### src/hw/rtl/mlrt_pkg.sv
// Shared types and constants for the multi-lane race timer.
// No dependencies; imported by every module of the block.
package mlrt_pkg;

    localparam int LANE_COUNT          = 4;
    localparam int LANE_W              = 2;
    localparam int COUNTER_WIDTH_DEF   = 32;
    localparam int RESULT_W            = 32;
    localparam int NUM_W               = 36;
    localparam int STEP_W              = $clog2(NUM_W);

    localparam int S_TDATA_W           = 8;
    localparam int M_TDATA_W           = 72;
    localparam int CFG_INDEX_W         = 8;
    localparam int CFG_DATA_W          = 36;

    localparam logic [CFG_INDEX_W-1:0] REG_TIMEOUT   = 8'd0;
    localparam logic [CFG_INDEX_W-1:0] REG_NUMERATOR = 8'd1;

    localparam logic [RESULT_W-1:0] TIMEOUT_RESET   = 32'd1440000000;
    localparam logic [NUM_W-1:0]    NUMERATOR_RESET = 36'd36504000000;

    typedef enum logic [1:0] {
        ST_TRACK,
        ST_PREP,
        ST_DIV,
        ST_EMIT
    } mlrt_state_t;

    typedef struct packed {
        logic busy;
        logic done;
    } mlrt_div_stat_t;

endpackage

### src/hw/rtl/mlrt_divider.sv
// Restoring divider, one quotient bit per cycle, NUM_W quotient bits per divide.
// Depends on mlrt_pkg.
module mlrt_divider import mlrt_pkg::*; #(
    parameter int DIVISOR_W = COUNTER_WIDTH_DEF
) (
    input  logic                 aclk,
    input  logic                 aresetn,
    input  logic                 start,
    input  logic [NUM_W-1:0]     dividend,
    input  logic [DIVISOR_W-1:0] divisor,
    output mlrt_div_stat_t       stat,
    output logic [NUM_W-1:0]     quotient
);

    logic [NUM_W-1:0]     quot_reg, quot_next;
    logic [DIVISOR_W-1:0] rem_reg, rem_next;
    logic [DIVISOR_W-1:0] dvs_reg, dvs_next;
    logic [STEP_W-1:0]    cnt_reg, cnt_next;
    logic                 busy_reg, busy_next;
    logic                 done_reg, done_next;

    logic [DIVISOR_W:0]   shifted;
    logic [DIVISOR_W:0]   diff;
    logic                 ge;

    always_comb begin
        shifted = {rem_reg, quot_reg[NUM_W-1]};
        diff    = shifted - {1'b0, dvs_reg};
        ge      = (shifted >= {1'b0, dvs_reg});

        quot_next = quot_reg;
        rem_next  = rem_reg;
        dvs_next  = dvs_reg;
        cnt_next  = cnt_reg;
        busy_next = busy_reg;
        done_next = 1'b0;

        if (start) begin
            quot_next = dividend;
            rem_next  = '0;
            dvs_next  = divisor;
            cnt_next  = STEP_W'(NUM_W - 1);
            busy_next = 1'b1;
        end else if (busy_reg) begin
            quot_next = {quot_reg[NUM_W-2:0], ge};
            rem_next  = ge ? diff[DIVISOR_W-1:0] : shifted[DIVISOR_W-1:0];
            cnt_next  = cnt_reg - 1'b1;
            if (cnt_reg == '0) begin
                busy_next = 1'b0;
                done_next = 1'b1;
            end
        end
    end

    always_ff @(posedge aclk) begin
        if (!aresetn) begin
            busy_reg <= 1'b0;
            done_reg <= 1'b0;
        end else begin
            busy_reg <= busy_next;
            done_reg <= done_next;
        end
    end

    always_ff @(posedge aclk) begin
        quot_reg <= quot_next;
        rem_reg  <= rem_next;
        dvs_reg  <= dvs_next;
        cnt_reg  <= cnt_next;
    end

    assign stat.busy = busy_reg;
    assign stat.done = done_reg;
    assign quotient  = quot_reg;

endmodule

### src/hw/rtl/mlrt_tracker.sv
// Tick counter, race arming, per-lane finish stamps and timeout detect.
// Depends on mlrt_pkg.
module mlrt_tracker import mlrt_pkg::*; #(
    parameter int COUNTER_WIDTH = COUNTER_WIDTH_DEF
) (
    input  logic                     aclk,
    input  logic                     aresetn,
    input  logic                     tick,
    input  logic                     start_edge,
    input  logic [LANE_COUNT-1:0]    finish_edges,
    input  logic [RESULT_W-1:0]      timeout_cycles,
    input  logic [LANE_W-1:0]        rd_lane,
    output logic                     race_end,
    output logic                     rd_done,
    output logic [COUNTER_WIDTH-1:0] rd_elapsed
);

    localparam int CMP_W = (COUNTER_WIDTH > RESULT_W) ? COUNTER_WIDTH : RESULT_W;

    logic [COUNTER_WIDTH-1:0] counter_reg, counter_next;
    logic [COUNTER_WIDTH-1:0] start_reg, start_next;
    logic                     running_reg, running_next;
    logic [LANE_COUNT-1:0]    done_reg, done_next;
    logic [COUNTER_WIDTH-1:0] stamp_reg [LANE_COUNT];

    logic [LANE_COUNT-1:0]    fin_new;
    logic [LANE_COUNT-1:0]    done_merge;
    logic [COUNTER_WIDTH-1:0] elapsed_now;
    logic                     timeout_hit;

    always_comb begin
        fin_new     = finish_edges & ~done_reg;
        done_merge  = done_reg | finish_edges;
        elapsed_now = counter_reg - start_reg;
        timeout_hit = CMP_W'(elapsed_now) > CMP_W'(timeout_cycles);
        race_end    = tick && running_reg && ((&done_merge) || timeout_hit);

        counter_next = counter_reg;
        start_next   = start_reg;
        running_next = running_reg;
        done_next    = done_reg;
        if (tick) begin
            counter_next = counter_reg + 1'b1;
            if (!running_reg) begin
                if (start_edge) begin
                    start_next   = counter_reg;
                    done_next    = '0;
                    running_next = 1'b1;
                end
            end else begin
                done_next = done_merge;
                if (race_end) begin
                    running_next = 1'b0;
                end
            end
        end
    end

    always_ff @(posedge aclk) begin
        if (!aresetn) begin
            counter_reg <= '0;
            start_reg   <= '0;
            running_reg <= 1'b0;
            done_reg    <= '0;
        end else begin
            counter_reg <= counter_next;
            start_reg   <= start_next;
            running_reg <= running_next;
            done_reg    <= done_next;
        end
    end

    // first finish of each lane only
    always_ff @(posedge aclk) begin
        for (int i = 0; i < LANE_COUNT; i++) begin
            if (tick && running_reg && fin_new[i]) begin
                stamp_reg[i] <= counter_reg;
            end
        end
    end

    assign rd_done    = done_reg[rd_lane];
    assign rd_elapsed = stamp_reg[rd_lane] - start_reg;

endmodule

### src/hw/rtl/multi_lane_race_timer_unit.sv
// Multi-lane race timer: each accepted s_ transfer is one timebase tick, one per cycle
// while s_tready is high. At race end s_tready drops and the four lane results are
// produced in turn: per lane a prep step, a divide giving 36 quotient bits (finished
// nonzero-time lanes only) and a load step that waits out any m_tready stall.
// Reset: synchronous active-low aresetn clears counter, race state, sequencer
// and m_tvalid; config registers return to their defaults. No clearing pass.
module multi_lane_race_timer_unit import mlrt_pkg::*; #(
    parameter int COUNTER_WIDTH = COUNTER_WIDTH_DEF
) (
    input  logic                   aclk,
    input  logic                   aresetn,

    // input ticks
    input  logic                   s_tvalid,
    output logic                   s_tready,
    input  logic [S_TDATA_W-1:0]   s_tdata,   // [0] start_edge, [4:1] finish_edges, rest 0

    // per-lane results
    output logic                   m_tvalid,
    input  logic                   m_tready,
    output logic [M_TDATA_W-1:0]   m_tdata,   // [1:0] lane, [33:2] elapsed_cycles,
                                              // [34] did_not_finish, [66:35] speed_mph
    output logic                   m_tlast,   // last: final lane of the race

    // register writes
    input  logic                   cfg_valid,
    output logic                   cfg_ready,
    input  logic [CFG_INDEX_W-1:0] cfg_index,
    input  logic [CFG_DATA_W-1:0]  cfg_data
);

    localparam int CMP_W = (COUNTER_WIDTH > RESULT_W) ? COUNTER_WIDTH : RESULT_W;
    localparam logic [LANE_W-1:0] LAST_LANE = LANE_W'(LANE_COUNT - 1);

    // ---------------------------------------------------------------
    // Configuration registers, always writable
    // ---------------------------------------------------------------
    logic [RESULT_W-1:0] timeout_reg, timeout_next;
    logic [NUM_W-1:0]    numerator_reg, numerator_next;

    assign cfg_ready = 1'b1;

    always_comb begin
        timeout_next   = timeout_reg;
        numerator_next = numerator_reg;
        if (cfg_valid) begin
            case (cfg_index)
                REG_TIMEOUT:   timeout_next   = cfg_data[RESULT_W-1:0];
                REG_NUMERATOR: numerator_next = cfg_data[NUM_W-1:0];
                default:       ;  // unknown index: ignored
            endcase
        end
    end

    always_ff @(posedge aclk) begin
        if (!aresetn) begin
            timeout_reg   <= TIMEOUT_RESET;
            numerator_reg <= NUMERATOR_RESET;
        end else begin
            timeout_reg   <= timeout_next;
            numerator_reg <= numerator_next;
        end
    end

    // ---------------------------------------------------------------
    // Race tracking
    // ---------------------------------------------------------------
    mlrt_state_t state_reg, state_next;
    logic [LANE_W-1:0] lane_reg, lane_next;

    logic                     tick;
    logic                     race_end;
    logic                     rd_done;
    logic [COUNTER_WIDTH-1:0] rd_elapsed;

    assign tick = s_tvalid && s_tready;

    mlrt_tracker #(
        .COUNTER_WIDTH (COUNTER_WIDTH)
    ) u_tracker (
        .aclk           (aclk),
        .aresetn        (aresetn),
        .tick           (tick),
        .start_edge     (s_tdata[0]),
        .finish_edges   (s_tdata[LANE_COUNT:1]),
        .timeout_cycles (timeout_reg),
        .rd_lane        (lane_reg),
        .race_end       (race_end),
        .rd_done        (rd_done),
        .rd_elapsed     (rd_elapsed)
    );

    // ---------------------------------------------------------------
    // Shared speed divider
    // ---------------------------------------------------------------
    logic           div_start;
    mlrt_div_stat_t div_stat;
    logic [NUM_W-1:0] quotient;

    mlrt_divider #(
        .DIVISOR_W (COUNTER_WIDTH)
    ) u_divider (
        .aclk     (aclk),
        .aresetn  (aresetn),
        .start    (div_start),
        .dividend (numerator_reg),
        .divisor  (rd_elapsed),
        .stat     (div_stat),
        .quotient (quotient)
    );

    // ---------------------------------------------------------------
    // Result sequencer
    // ---------------------------------------------------------------
    logic out_free;
    logic el_zero;
    logic out_load;

    assign out_free = !m_tvalid || m_tready;
    assign el_zero  = (rd_elapsed == '0);

    always_comb begin
        state_next = state_reg;
        lane_next  = lane_reg;
        case (state_reg)
            ST_TRACK: begin
                if (race_end) begin
                    state_next = ST_PREP;
                    lane_next  = '0;
                end
            end
            ST_PREP: begin
                // unfinished lanes and a zero time need no divide
                state_next = (rd_done && !el_zero) ? ST_DIV : ST_EMIT;
            end
            ST_DIV: begin
                if (div_stat.done) begin
                    state_next = ST_EMIT;
                end
            end
            ST_EMIT: begin
                if (out_free) begin
                    if (lane_reg == LAST_LANE) begin
                        state_next = ST_TRACK;
                    end else begin
                        state_next = ST_PREP;
                        lane_next  = lane_reg + 1'b1;
                    end
                end
            end
            default: state_next = ST_TRACK;
        endcase
    end

    always_comb begin
        s_tready  = 1'b0;
        div_start = 1'b0;
        out_load  = 1'b0;
        case (state_reg)
            ST_TRACK: s_tready  = 1'b1;
            ST_PREP:  div_start = rd_done && !el_zero;
            ST_DIV:   ;
            ST_EMIT:  out_load  = out_free;
            default:  ;
        endcase
    end

    always_ff @(posedge aclk) begin
        if (!aresetn) begin
            state_reg <= ST_TRACK;
            lane_reg  <= '0;
        end else begin
            state_reg <= state_next;
            lane_reg  <= lane_next;
        end
    end

    // ---------------------------------------------------------------
    // Output register
    // ---------------------------------------------------------------
    logic [CMP_W-1:0]    el_wide;
    logic [RESULT_W-1:0] el_out;
    logic [RESULT_W-1:0] speed_out;
    logic                dnf_out;

    always_comb begin
        el_wide = CMP_W'(rd_elapsed);
        dnf_out = !rd_done;
        el_out  = rd_done ? el_wide[RESULT_W-1:0] : '0;
        if (!rd_done) begin
            speed_out = '0;
        end else if (el_zero || (quotient[NUM_W-1:RESULT_W] != '0)) begin
            speed_out = '1;  // saturate
        end else begin
            speed_out = quotient[RESULT_W-1:0];
        end
    end

    logic                 m_tvalid_reg, m_tvalid_next;
    logic [M_TDATA_W-1:0] m_tdata_reg, m_tdata_next;
    logic                 m_tlast_reg, m_tlast_next;

    always_comb begin
        m_tvalid_next = m_tvalid_reg;
        m_tdata_next  = m_tdata_reg;
        m_tlast_next  = m_tlast_reg;
        if (out_load) begin
            m_tvalid_next = 1'b1;
            m_tdata_next  = {5'b0, speed_out, dnf_out, el_out, lane_reg};
            m_tlast_next  = (lane_reg == LAST_LANE);
        end else if (m_tready) begin
            m_tvalid_next = 1'b0;
        end
    end

    always_ff @(posedge aclk) begin
        if (!aresetn) begin
            m_tvalid_reg <= 1'b0;
        end else begin
            m_tvalid_reg <= m_tvalid_next;
        end
    end

    always_ff @(posedge aclk) begin
        m_tdata_reg <= m_tdata_next;
        m_tlast_reg <= m_tlast_next;
    end

    assign m_tvalid = m_tvalid_reg;
    assign m_tdata  = m_tdata_reg;
    assign m_tlast  = m_tlast_reg;

    // ---------------------------------------------------------------
    // Assertions
    // ---------------------------------------------------------------
    // the tick that ends a race blocks further ticks until results are out
    a_end_blocks: assert property (@(posedge aclk) disable iff (!aresetn)
        (tick && race_end) |=> !s_tready)
        else $error("tick accepted right after race end");

    // last flag matches the final lane number
    a_last_lane: assert property (@(posedge aclk) disable iff (!aresetn)
        m_tvalid |-> (m_tlast == (m_tdata[1:0] == LAST_LANE)))
        else $error("m_tlast does not match lane");

    // an unfinished lane reports zero time and speed
    a_dnf_zero: assert property (@(posedge aclk) disable iff (!aresetn)
        (m_tvalid && m_tdata[34]) |-> ((m_tdata[33:2] == '0) && (m_tdata[66:35] == '0)))
        else $error("did-not-finish result with nonzero time or speed");

    // divider is never restarted mid-divide
    a_div_start: assert property (@(posedge aclk) disable iff (!aresetn)
        div_start |-> !div_stat.busy)
        else $error("divider started while busy");

endmodule
### config.mk
export PLATFORM = sky130hd
export DESIGN_NAME = multi_lane_race_timer_unit
export DESIGN_NICKNAME = d
export VERILOG_FILES = /design/src/hw/rtl/mlrt_pkg.sv /design/src/hw/rtl/mlrt_divider.sv /design/src/hw/rtl/mlrt_tracker.sv /design/src/hw/rtl/multi_lane_race_timer_unit.sv
export SDC_FILE = /design/constraint.sdc
export NUM_CORES = 1
export LEC_CHECK = 0
export BUFFER_PORTS_ARGS = -buffer_cell sky130_fd_sc_hd__buf_4
export CAP_MARGIN = 40
export CORE_MARGIN = 10
export CORE_UTILIZATION = 30
export DETAILED_ROUTE_END_ITERATION = 10
export SKIP_CTS_REPAIR_TIMING = 1
export SLEW_MARGIN = 20
export SYNTH_ARGS = -nofsm -noshare
export SYNTH_HDL_FRONTEND = slang
export SYNTH_SLANG_ARGS = --single-unit
### constraint.sdc
create_clock -name aclk -period 10.7 [get_ports aclk]
set_input_delay 2.14 -clock aclk [delete_from_list [all_inputs] [get_ports aclk]]
set_output_delay 2.14 -clock aclk [all_outputs]
set_load 0.01 [all_outputs]
# Yosys cells after proc, flatten, opt, wreduce, memory -nomap -nowiden
# Memory sizes are Yosys's and may differ from the RTL's. A register that Yosys moved wholly into a read port is not among the register bits.
# Cells that the tools add are included.
[word_totals]
memories = 1
output_inout_bits = 76
ramBits = 128
reg_bits = 318
word_cells = 114
in_bits = 57
[classes]
bitwise = 6
n_eq_ne = 9
n_addsub = 6
reduce_logical = 31
n_mux = 40
n_lt_le_gt_ge = 3
[mem_list]
columns = ["name", "depth", "word_bits", "read_ports", "rd_ports_with_merged_regs", "write_ports", "line", "source"]
rows = [
  ["u_tracker.stamp_reg", 4, 32, 1, 1, 4, "mlrt_tracker.sv:24", "logic [COUNTER_WIDTH-1:0] stamp_reg [LANE_COUNT];"],
]
[op_table]
columns = ["operator", "n"]
rows = [
  ["$sub A32 B32 Y32", 3],
  ["$mux W36", 2],
  ["$mux W32", 2],
  ["$ge A33 B32 Y1", 1],
  ["$add A32 B1 Y32 const B", 1],
  ["$gt A32 B32 Y1", 1],
  ["$logic_not A32 Y1", 1],
  ["$mux W1", 23],
  ["$mux W2", 8],
  ["$eq A8 B1 Y1 const B", 1],
  ["$logic_and A1 B1 Y1", 8],
  ["$logic_not A8 Y1", 1],
  ["$mux W4", 2],
  ["$pmux W2 S4", 1],
  ["$reduce_and A4 Y1", 2],
  ["$reduce_bool A2 Y1", 4],
  ["$eq A2 B2 Y1 const B", 3],
  ["$logic_not A6 Y1", 1],
  ["$ne A2 B2 Y1 const B", 3],
  ["$reduce_and A2 Y1", 3],
  ["$reduce_and A3 Y1", 2],
  ["$sub A6 B1 Y6 const B", 1],
  ["$and A4 B4 Y4", 1],
  ["$not A4 Y4", 1],
  ["13 further kinds", 19],
]

# Depth between registers and ports, before layout
# Gate-level depths: netlist of run 1.
[logic_depth]
depth_word = 9
mapped_depth = 26
mapped_depth_nobuf = 26

# Modules after synthesis
# From an unflattened synthesis of run 1, not the netlist that was laid out.
[unflattened]
cells_unflattened = 2193
area_unflattened_um2 = 23055.9
[modules_own_cells]
columns = ["mod", "seq_area_each_um2", "instances", "area_each_um2", "cells_each"]
rows = [
  ["mlrt_tracker", 5225.0, 1, 11622.4, 1105],
  ["mlrt_divider", 2842.7, 1, 5980.7, 583],
  ["multi_lane_race_timer_unit", 3503.4, 1, 5452.7, 505],
]

# Least setup slack after synthesis of run 1
# No wires, ideal clock.
[synth_path]
kind = "register to register"
start = "register (tool-made name)"
end = "register u_divider.quot_reg[0], in the netlist u_divider.quotient[0] (enable)"
slack_ns = 4.914
arrival_time_ns = 5.360
synth_period_minus_slack_ns = 5.786
n_path_buf = 4
stages_incl_launch_ff = 18
required_time_ns = 10.274
setup_ns = 0.426
cell_sequence = "dfxtp_1 > clkbuf_1 > buf_1 > mux4_2 > ha_1 > nor2b_1 > o31a_1 > a211oi_4 > a2111oi_1 > or3_1 > a211o_1 > nor4_2 > nand4_1 > or4_4 > and3_4 > buf_6 > buf_2 > or2_1"
[synth_rtl]
columns = ["element", "line", "source"]
rows = [
  ["end signal: assignment", "mlrt_divider.sv:66", "quot_reg <= quot_next;"],
  ["end: declaration", "mlrt_divider.sv:15", "logic [NUM_W-1:0] quot_reg, quot_next;"],
]

==> reports/summary.txt, run 1 <==
outcome = finished, final reports clean
max incr delay on CP = 0.62 ns
setup_tns = 0 ns
CORE AREA = 0.07721 mm2
Port-buffer cells = 123
CTS sink count = 448
Final HPWL DP = 43.09 mm
RSZ-0062 raised after global routing = no
RR Endpoint = u_divider.rem_reg[28]
Worst-Margin Slew = 0.8256 ns
top cell type's share of synthesized area = 34.09%
Synth area leader = edfxtp_1
num rows = 102
Die Ht = 298.4 um
routed wire length = 58.69 mm
sequential share of the synthesized area = 49.93%
total I/O pin count = 133
yosys warns = 0
Clock transition at path regs = 0.06 ns
worst hold slack = 0.4621 ns
slew margin rel. = 44.83%
Leak = 10.04 nW
syn avg cell area = 10.68 um2
Post-synth EDFFs = 264
Mapped Area = 0.02326 mm2
FF+latch count, synth = 448
Starting Density = 30.12%
period utilization = 57.83%
total gr overflow = 0
Nets = 2474
first-pass GRT wire length = 93.23 mm
Post-Route Skew = 0.03448 ns
Clock Tree Buf Depth = 3
largest net degree at the start of global routing = 81
Highest Clock Rate = 161.6 MHz
Root Buffer = clkbuf_16
crit-path max FO = 57
fin util = 34.76%
R2R Setup Slk = 4.51 ns
number of DRC markers in iteration 0 = 1154
CP max stage cell = mux4_2
worst hold stages = 2
combined buffer and inverter count along the critical path = 3
Pwr Density = 159.9 mW/mm2
critical path, cell by cell = buf_4, mux4_2, ha_1, nor2b_1, o31a_1, o211ai_1, o21ai_0, xnor2_1, a21bo_2, nor4_1, nand4_1, or4_4, and3_4, buf_4, buf_16, a221oi_1
Crit path required time = 11.18 ns
Die Footprint = 0.08906 mm2
RD Place Congestion = 0.9148
Tot Pwr = 4.291 mW
vias in the first global route = 16523
wire per inst = 17.48 um
CTS tree = built
drt via density = 4.887
total CTS buffers = 46
H-Tree Level Count = 2
CP arrival = 6.67 ns
crit path capture type = flop
Hold WC Path Type = flop to flop
Post-Syn Instances = 2177
critical hold path startpoint = u_tracker.start_reg[20]
ant diodes = 0
initial antenna violation count = 0
Pre-antenna DRT Iters = 7
leading cell types by total area after synthesis = edfxtp_1 34%, dfxtp_1 16%, ha_1 7.2%
max-cap violation count = 0
cell count of the worst reg-to-reg path = 16
Total GRT Usage = 12.87%
final hold viol count = 0
Final Setup Violations = 0
Largest register FFs = 128
Critical Path Start Type = flop
Final Critical Period = 6.188 ns
Cell variety after synth = 77
area growth from synthesis to layout = 15.40%
routed via count = 16407
Main synth FF type = edfxtp_1
Post-Layout Cell Count = 3357
die width = 298.4 um
critical path's top delay family = simple AND/OR/NAND/NOR gates
Worst Hold End = u_tracker.start_reg[20]
Clock Latency Late Sink = 0.60 ns
placed cells = 3272
asr flop ratio synth = 0%
drt drc = 0
remaining antenna violation count = 0
share of layout cells above drive strength 1 = 14.11%
maximum vdd drop = 100.8 uV
CP most frequent cell = buf_4
crit path kind = flop to flop
Final Max Tran Viols = 0
==> layout by cell type, fill, tap and decap left out, drive strengths merged, types with 17 or more instances in the layout <==
cell	count
buf	143
a21boi	85
o21ai	71
mux2i	22
o211ai	26
xor2	30
a21oi	98
clkinv	17
nand2	293
mux2	40
nand3	52
edfxtp	264
ha	134
dfxtp	184
a211oi	31
and2	57
nor2	110
mux4	32
a21o	35
xnor2	77
nand4	25
inv	142
o21a	51
and3	22
nor3	27
clkbuf	59
nor2b	23
==> cells in the mapped netlist (15+ instances only) <==
master	instances
mux2_4	36
edfxtp_1	264
o21a_1	51
nor3_1	27
inv_1	139
nand3_1	52
xor2_1	30
mux2i_1	22
a21o_1	35
or3_1	15
and3_1	19
nand2_1	293
o21ai_0	67
o211ai_1	26
clkbuf_1	71
a21oi_1	96
ha_1	134
mux4_2	32
nor4_1	15
nor2_1	110
xnor2_1	77
nand4_1	25
nor2b_1	23
a211oi_1	20
and2_1	57
a21boi_0	84
dfxtp_1	184
==> kinds of logic (layout without fill, tap and decap cells) <==
family                     after synthesis  in the layout  share of synthesized area (%)
other                                    2              6                        0.03229
muxes                                   94             94                          6.564
DFF                                    448            448                          49.93
buffers and inverters                  233            369                          4.089
AOI/OAI and AO/OA                      479            479                          14.19
adders and majority gates              137            137                          7.468
xor gates and xnor gates               107            107                          4.030
and+or+nand+nor                        677            677                          13.70
==> area by class of cell <==
cell class / instances / area, um2
multi-input combinational: 1500 / 10750
timing repair buffer: 144 / 1116
inverter: 140 / 525.5
sequential: 448 / 11610
clock inverter: 26 / 240.2
fill: 7629 / 50370
clock buffer: 59 / 1292
tap: 1040 / 1301
==> per-stage QoR <==
step           area (um2)  worst slack [ns]
3_5_place_dp        25310             4.567
6_report            26840             4.512
3_3_place_gp        25250             4.286
4_1_cts             26840             4.510
5_1_grt             26840             4.040
2_1_floorplan       23270             4.914
==> tightest hold or removal path: cells and delay by family, from the launching register on <==
kind	cells	cell delay, ns
AOI/OAI and AO/OA	1	0.06
and+or+nand+nor	1	0.04
DFF	1	0.31
==> how the worst max path moves through the flow <==
stage                                   endpoint              startpoint  depth (start not counted)
final                      u_divider.rem_reg[28]                    flop                         16
after detailed placement   u_divider.rem_reg[28]                    flop                         18
after global routing                        flop  u_tracker.start_reg[1]                         25
after floorplan            u_divider.quotient[0]                    flop                         17
after CTS                  u_divider.rem_reg[28]                    flop                         18
after global placement    u_divider.quotient[30]                    flop                         17
==> per-layer routing <==
metal	up-vias	GRT usage (%)	share of wire, %
li1	8037	-	-
met1	7957	15.76	42
met2	321	23.07	51
met3	92	1.800	4.1
met4	0	3.973	2.7
met5	-	0	0
==> power breakdown <==
group          total [mW]  switching (mW)  internal, mW
clock                1.63           0.702         0.932
combinational       0.714           0.411         0.303
sequential           1.94          0.0486          1.89
total                4.29            1.16          3.13
(Power assumes the default switching activity.)
==> run 2, diff against run 1 <==
- clock period: 10.7 -> 6.3 ns (I/O delays scaled with it)
==> run 2 against run 1 <==
  * Combinational power grew 72%
  * Critical path depth is the same
  * First-iteration DRC count grew 8.2%
  * Global-route usage grew 0.19 points
  * Non-clock buffer count grew 6
  * Cell area is essentially flat
  * Die area is the same
  * Sequential cell count is the same
  * Via count grew 1.0%
  * Total power grew 68%
  * Register-to-register slack lost 3.9 ns
  * Clock skew grew 0.0068 ns
  * Largest power group unchanged
==> reports/summary.txt, run 2 (synthesis results as in run 1) <==
outcome = finished, final reports clean
num rows = 102 (unchanged)
fin util = 34.79% (about the same)
Hold WC Path Type = flop to flop
worst slack at placement = 0.6067 ns (-3.960 ns)
Highest Clock Rate = 174.3 MHz (+7.9%)
Leak = 10.04 nW (about the same)
period utilization = 91.05% (+33 points)
Setup WS post-layout = 0.5640 ns (-3.948 ns)
total CTS buffers = 47 (+2.2%)
CORE AREA = 0.07721 mm2 (unchanged)
first-pass GRT wire length = 93.63 mm (+0.43%)
initial antenna violation count = 0 (unchanged)
remaining antenna violation count = 0 (unchanged)
Die Footprint = 0.08906 mm2 (unchanged)
Final HPWL DP = 43.90 mm (+1.9%)
Final Max Tran Viols = 0 (unchanged)
busiest grt layer = met2
Root Buffer = clkbuf_16
crit-path max FO = 46 (-19%)
met3 Usage GRT = 2.342% (+0.54 points)
Final Setup Violations = 0 (unchanged)
setup_tns = 0 ns (unchanged)
wire per inst = 17.75 um (+1.5%)
Port-buffer cells = 123 (unchanged)
Post-Layout Cell Count = 3366 (+0.27%)
Clock Tree Buf Depth = 3 (unchanged)
M2 GR Usage = 23.32% (+0.25 points)
drt via density = 4.925 (+0.77%)
leading cell types in the layout, fill and taps excluded = 293 x nand2_1, 264 x edfxtp_1, 181 x dfxtp_1
Final Critical Period = 5.736 ns (-0.4519 ns)
Post-DP Area = 0.02538 mm2 (+0.28%)
RD Place Congestion = 0.9144 (about the same)
placed cells = 3278 (+0.18%)
CP arrival = 6.22 ns (-0.45 ns)
H-Tree Level Count = 2 (unchanged)
RSZ-0062 raised after global routing = no
total I/O pin count = 133 (unchanged)
CTS sink count = 448 (unchanged)
CTS tree = built
most common cell after layout, fill and taps aside = nand2_1
Critical Path Start Type = flop
Largest register FFs = 128 (unchanged)
cell count of the worst reg-to-reg path = 16 (unchanged)
Post-Route Skew = 0.04129 ns (+0.006812 ns)
Clock Latency Late Sink = 0.62 ns (+0.02 ns)
final hold viol count = 0 (unchanged)
drt drc = 0 (unchanged)
Pre-antenna DRT Iters = 5 (-2)
area growth from synthesis to layout = 15.49% (about the same)
Total GRT Usage = 13.06% (+0.19 points)
number of DRC markers in iteration 0 = 1249 (+8.2%)
Crit path required time = 6.79 ns (-4.39 ns)
share of layout cells above drive strength 1 = 13.93% (-0.18 points)
Clock transition at path regs = 0.06 ns (about the same)
routed via count = 16577 (+1.0%)
Starting Density = 30.12% (unchanged)
RR Endpoint = u_divider.rem_reg[28]
design area = 0.02686 mm2 (about the same)
max-cap violation count = 0 (unchanged)
crit path capture type = flop
ant diodes = 0 (unchanged)
crit path kind = flop to flop
R2R Setup Slk = 0.56 ns (-3.95 ns)
routed wire length = 59.75 mm (+1.8%)
Pwr Density = 269.1 mW/mm2 (+68%)
Nets = 2481 (+0.28%)
maximum vdd drop = 198.6 uV (+97%)
total gr overflow = 0 (unchanged)
Die Ht = 298.4 um (unchanged)
slew margin rel. = 47.67% (+2.8 points)
CP Capture Point = u_divider.rem_reg[28]
Worst-Margin Slew = 0.7849 ns (-0.04070 ns)
routing usage on met1 = 15.40% (-0.36 points)
die width = 298.4 um (unchanged)
largest net degree at the start of global routing = 82 (+1.2%)
vias in the first global route = 16587 (+0.39%)
==> run 2: changes by cell type in the layout (fill, tap and decap cells not counted), sizes merged <==
| cell | change |
|---|---|
| buf | +6 |
| bufinv | -2 |
| clkbuf | +10 |
| clkinv | -4 |
| clkinvlp | -1 |
==> run 2: how the worst min path moves through the flow <==
stage,slack (ns),start,to,cells past startpoint
4_1_cts,0.47,u_tracker.start_reg[10],u_tracker.start_reg[10],2
3_5_place_dp,0.46,numerator_reg[10],numerator_reg[10],2
3_3_place_gp,0.45,numerator_reg[18],numerator_reg[18],2
6_report,0.46,u_tracker.start_reg[26],u_tracker.start_reg[26],2
2_1_floorplan,0.44,numerator_reg[10],numerator_reg[10],2
5_1_grt,0.48,numerator_reg[31],numerator_reg[31],2
==> run 2: layout make-up <==
| type | instances | area (um2) |
|---|---|---|
| multi-input combinational | 1500 | 10740 |
| fill | 7652 | 50350 |
| sequential | 448 | 11610 |
| clock buffer | 69 | 1320 |
| clock inverter | 19 | 162.7 |
| tap | 1040 | 1301 |
| inverter | 140 | 525.5 |
| timing repair buffer | 150 | 1191 |
==> run 2: report_power, final <==
group | total [mW] | leakage, nW | internal (mW) | switching, mW
registers | 3.30 | 4.00 | 3.22 | 0.0826
clock network | 2.69 | 0.709 | 1.51 | 1.19
logic | 1.23 | 5.33 | 0.518 | 0.714
total | 7.23 | 10.0 | 5.24 | 1.98
==> run 2: stage by stage <==
step	hold slack [ns]	total power, mW
floorplan	0.4408	4.240
global placement	0.4501	4.546
detailed placement	0.4561	4.587
CTS	0.4663	7.298
global route	0.4805	7.569
finish	0.4645	7.228
==> run 2: per-layer routing <==
| metal | vias to the layer above | share of wire [%] | wire, um |
|---|---|---|---|
| met5 | - | 0 | 0 |
| met4 | 0 | 3.5 | 2085 |
| met3 | 109 | 5.2 | 3111 |
| met2 | 420 | 50 | 30150 |
| met1 | 8014 | 41 | 24400 |
| li1 | 8034 | - | - |
==> run 2: worst max-delay path, stage by stage (launching register included) <==
cell	delay, ns
dfxtp_2	0.56
buf_12	0.21
mux4_2	0.52
ha_1	0.38
and3_4	0.23
and3_4	0.18
a211oi_4	0.52
a311oi_1	0.24
nor3_1	0.36
o2bb2ai_1	0.20
xor2_1	0.50
nand2b_1	0.10
or4_4	0.52
and3_4	0.29
buf_4	0.27
buf_12	0.25
a221oi_1	0.23
